**src/hw/rtl/dto_pkg.sv**
```systemverilog
// shared constants and types for the dependency topological order block
`default_nettype none
package dto_pkg;
   localparam int MAX_QUBITS = 64;
   localparam int QW = $clog2(MAX_QUBITS);
   localparam int NW = QW + 1;

   localparam logic KIND_EDGE   = 1'b0;
   localparam logic KIND_FINISH = 1'b1;

   typedef logic [MAX_QUBITS-1:0] row_type;

   // lowest set bit of a mask, zero when empty
   function automatic logic [QW-1:0] lowest_bit(input row_type m);
      logic [QW-1:0] r;
      r = '0;
      for (int i = MAX_QUBITS - 1; i >= 0; i--) begin
         if (m[i]) begin
            r = QW'(i);
         end
      end
      return r;
   endfunction
endpackage
`default_nettype wire

```
**src/hw/rtl/dto_edge_mem.sv**
```systemverilog
// edge matrix memory: one row per target, bit per control, with per-row valid bits
`default_nettype none
module dto_edge_mem
   import dto_pkg::*;
(
   input  wire logic          clock,
   input  wire logic          reset,
   input  wire logic          clr,
   input  wire logic          wr_en,
   input  wire logic [QW-1:0] wr_row,
   input  wire row_type       wr_data,
   input  wire logic [QW-1:0] rd_row,
   output row_type            rd_data
);
   row_type mem [MAX_QUBITS];
   row_type vld_ff;
   logic    rd_vld_ff;
   row_type rd_raw_ff;

   // row valid bits, cleared at once
   always_ff @(posedge clock) begin
      if (reset || clr) begin
         vld_ff <= '0;
      end else if (wr_en) begin
         vld_ff[wr_row] <= 1'b1;
      end
   end

   // storage array with registered read
   always_ff @(posedge clock) begin
      if (wr_en) begin
         mem[wr_row] <= wr_data;
      end
      rd_raw_ff <= mem[rd_row];
      rd_vld_ff <= vld_ff[rd_row] && !(reset || clr);
   end

   assign rd_data = rd_vld_ff ? rd_raw_ff : '0;
endmodule
`default_nettype wire

```
**config.mk**
```make
export PLATFORM = sky130hd
export DESIGN_NAME = dto_edge_mem
export DESIGN_NICKNAME = d
export VERILOG_FILES = /design/src/hw/rtl/dto_pkg.sv /design/src/hw/rtl/dto_edge_mem.sv
export SDC_FILE = /design/constraint.sdc
export NUM_CORES = 2
export LEC_CHECK = 0
export BUFFER_PORTS_ARGS = -buffer_cell sky130_fd_sc_hd__buf_2
export CORE_UTILIZATION = 40
export DETAILED_ROUTE_END_ITERATION = 6
export REMOVE_ABC_BUFFERS = 1
export SETUP_SLACK_MARGIN = 0.4
export SLEW_MARGIN = 20
export SYNTH_ARGS = -nofsm -noshare
export SYNTH_HDL_FRONTEND = slang
export SYNTH_SLANG_ARGS = --single-unit
```
**constraint.sdc**
```tcl
create_clock -name clock -period 9.7 [get_ports clock]
set_input_delay 0.485 -clock clock [delete_from_list [all_inputs] [get_ports clock]]
set_output_delay 0.485 -clock clock [all_outputs]
set_load 0.01 [all_outputs]
```
==> flow_summary_export.csv <==
group,metric,value,unit
status,status,"finished, final reports clean",
detailed_routing,wl_per_cell,34.4,um
grt,grt_pass1_vias,76100,
grt,met1_usage,0.303,
yosys,synth-edff-count,4096,
detailed_routing,drtIter0Drc,9854,
layout,finalNetCount,7013,
pwr,p_switching,7.92,mW
place,numPlacedInstances,11700,
yosys,synth-simple-area-share,0.0103,
yosys,yosys.cell_count.top_type,"edfxtp_1",
clock_network,cts-resized-gates,0,
yosys,synth_compound_area_frac,0.0116,
clock_network,cts_tree,"done",
timing,slew-limit-headroom,0.182,
min_path,worstHoldPathType,"in -> reg",
grt,antenna_found_initial,28,
detailed_routing,route.vias.total,75000,
worst_setup_path,arrival,3990,ps
timing,fmax,292,MHz
yosys,syn-instance-count,6510,
timing,fin_crit_sh,0.353,
clock_network,cts.sink_count,4225,
layout,instances_no_fill,12600,
yosys,yosys-top-cells-area,"edfxtp_1, mux4_2, dfxtp_1",
timing,clock_skew,43.1,ps
floorplanning,fp.dieH,633,um
layout,layout-drive-gt1-share,0.307,
yosys,synth_ff_type,"edfxtp_1",
timing,setup_viol,0,
pwr,swShare,0.208,
yosys,yosysUniqueCellTypes,34,
floorplanning,ioPinCount,144,
yosys,muxShareOfSynthArea,0.179,
clock_network,clk_pin_slew,60,ps
yosys,netlist_area,159000,um^2
grt,grt_usage,0.215,
timing,finalCriticalPeriod,3420,ps
clock_network,htree_levels,5,
detailed_routing,vias_per_cell,5.98,
pwr,p_int,30.2,mW
worst_setup_path,crit_required,10270,ps
worst_setup_path,crit_path_top_delay_cell,"nor2_4",
worst_setup_path,cp_cell_sequence,"buf_2 > nor2b_1 > nand2_1 > nor2_4 > buf_4 > buf_4",
timing,maxSlewViolCount,0,
grt,overflow,0,
grt,met2_usage,0.346,
yosys,yosysWarnings,0,
grt,grt.busiest_layer,"met2",
timing,setup_tns,0,ps
place,io_buffers,143,
pwr,clkPwrFrac,0.427,
yosys,synthXorXnorAreaFrac,0,
yosys,synth_top_family_by_area,"multiplexers",
yosys,yosysTopAreaCell,"edfxtp_1",
detailed_routing,drt_pass1_iterations,6,
floorplanning,core-area,396000,um^2
clock_network,insertion_delay,970,ps
yosys,ys_async_sr_fraction,0,
clock_network,cts_buffers,421,
yosys,ys_top_cells_by_count,"edfxtp_1, mux4_2, clkbuf_1",
worst_setup_path,worst_path_most_repeated_cell,"buf_4",
yosys,synth.avg_cell_area,24.4,um^2
layout,area_growth,13.9,%
grt,grtUsageMet3,0.0360,
floorplanning,die_w,633,um
pwr,combPwrFrac,0.043,
floorplanning,dieArea,400000,um^2
worst_setup_path,setup.worst_path.end_class,"flip-flop",
grt,grt_max_degree,121,
floorplanning,num_rows,231,
job,drv_cap,0,
timing,tightest_slew,1230,ps
timing,hold_viol,0,
detailed_routing,drt-total-wl,432000,um
detailed_routing,antenna_left,0,
place,place_congestion,0.780,
timing,rsz0062_at_grt,"false",
yosys,yosys.area.top_type_share,0.773,
detailed_routing,drc_errors,0,
pwr,p_leak,55.9,nW
place,dpl.hpwl,224000,um
layout,fin_area,181000,um^2
worst_setup_path,slowest_delay,990,ps
pwr,ir_drop,0.183,mV
yosys,ys_seq_area_frac,0.789,
yosys,ys_seq_elements,4225,
worst_setup_path,start_kind,"input pin",
place,placed_area,167000,um^2
pwr,pwr-share-seq,0.531,
worst_setup_path,worstSetupPathType,"in -> reg",
worst_setup_path,cp_max_fo,31,
clock_network,cts_root_buffer,"clkbuf_16",
grt,grt_pass1_wl,603000,um
yosys,synth_fa_ha_area_frac,0,
pwr,power.density,210,nW/um^2
clock_network,clk_path_buf_depth,4,
floorplanning,initial_core_util,0.402,
==> repair_timing <==
item	CTS	global route
buffers inserted	0	0
endpoints found under the hold margin	0	49
hold buffers	0	3
==> state kept, by name, summed over array words and instances, names as in the netlist <==
register,count
rd_vld_ff,1
mem,4096
vld_ff,64
rd_raw_ff,64
==> worst max-delay path, delay by kind of cell <==
family	cells	cell delay (ps)
buffers and inverters	3	1540
AND/OR/NAND/NOR	3	1830
==> metrics by stage <==
stage,setup slack (ps),utilization,hold WS (ps),power [mW]
after floorplan,3770,-,435,21.4
after CTS,6090,0.457,115,38.4
final,6280,0.458,62.7,38.1
after detailed placement,5190,0.422,448,22.3
after global routing,5960,0.458,81.6,39.2
after global placement,5210,0.422,441,22.2
==> cells in the final DEF (no fill, tap or decap), types with 3 or more instances in the layout <==
master         count
o22ai_1           21
nor3_1            88
nand3_1            9
mux4_2          1232
nand2b_1           6
clkbuf_1         129
nand2_1           25
clkbuf_8          25
clkinvlp_4         8
buf_2            130
nor3_2             4
clkinv_2          52
clkbuf_16        425
buf_16             6
o211ai_1          18
and2_1            64
inv_16             3
bufinv_16         42
a21oi_1          106
clkinv_16          5
dfxtp_1          128
edfxtp_1        4096
o21ai_0            3
inv_6              9
o221ai_1          44
nor2b_1            5
buf_4            189
buf_12            24
dlygate4sd3_1      3
nand3b_1           3
diode_2           12
o21a_1            64
clkinv_1          78
a31oi_1           18
inv_8              4
nor2_1            68
mux2i_1           72
nor2_4            62
nand4_1            3
clkinv_8           8
==> power by group through the flow <==
stage          clock network, mW  logic, mW  registers, mW
3_3_place_gp                   0       1.61           20.6
6_report                    16.3       1.62           20.2
5_1_grt                     17.2       1.73           20.2
3_5_place_dp                   0       1.64           20.6
4_1_cts                     16.5       1.64           20.3
2_1_floorplan                  0      0.770           20.6
==> cells by family (layout without fill, tap and decap cells) <==
group           count (synthesis)  after routing
compound gates                280            280
buf+inv                       357           1143
flops                        4225           4225
mux                          1305           1305
other cells                     0             12
simple gates                  343            343
==> path summary, 6_finish.rpt <==
check	startpoint	endpoint	slack, ps	cells after the start
setup / recovery	wr_en	mem[9][37]	6280	6
hold / removal	wr_data[40]	mem[26][40]	60	1
setup reg to reg	mem[3][2]	rd_raw_ff[2]	7500	4
hold reg to reg	vld_ff[14]	vld_ff[14]	460	1
==> per-layer routing <==
| metal | part of all wire | vias up | wire length, um |
|---|---|---|---|
| met5 | 0.000056 | - | 24 |
| met4 | 0.027 | 4 | 11800 |
| met3 | 0.085 | 656 | 36500 |
| met2 | 0.48 | 3574 | 209000 |
| met1 | 0.40 | 41700 | 175000 |
| li1 | - | 29000 | - |
==> cell type report <==
cell class / count / area, um^2
Inverter: 1 / 11.3
Fill cell: 32200 / 215000
Clock inverter: 208 / 2330
Antenna cell: 12 / 30.0
Clock buffer: 578 / 11400
Sequential cell: 4225 / 126000
Timing Repair Buffer: 356 / 2800
Multi-Input combinational cell: 1928 / 32500
Tap cell: 5242 / 6560
No activity file was read; power rests on OpenSTA's default activity.
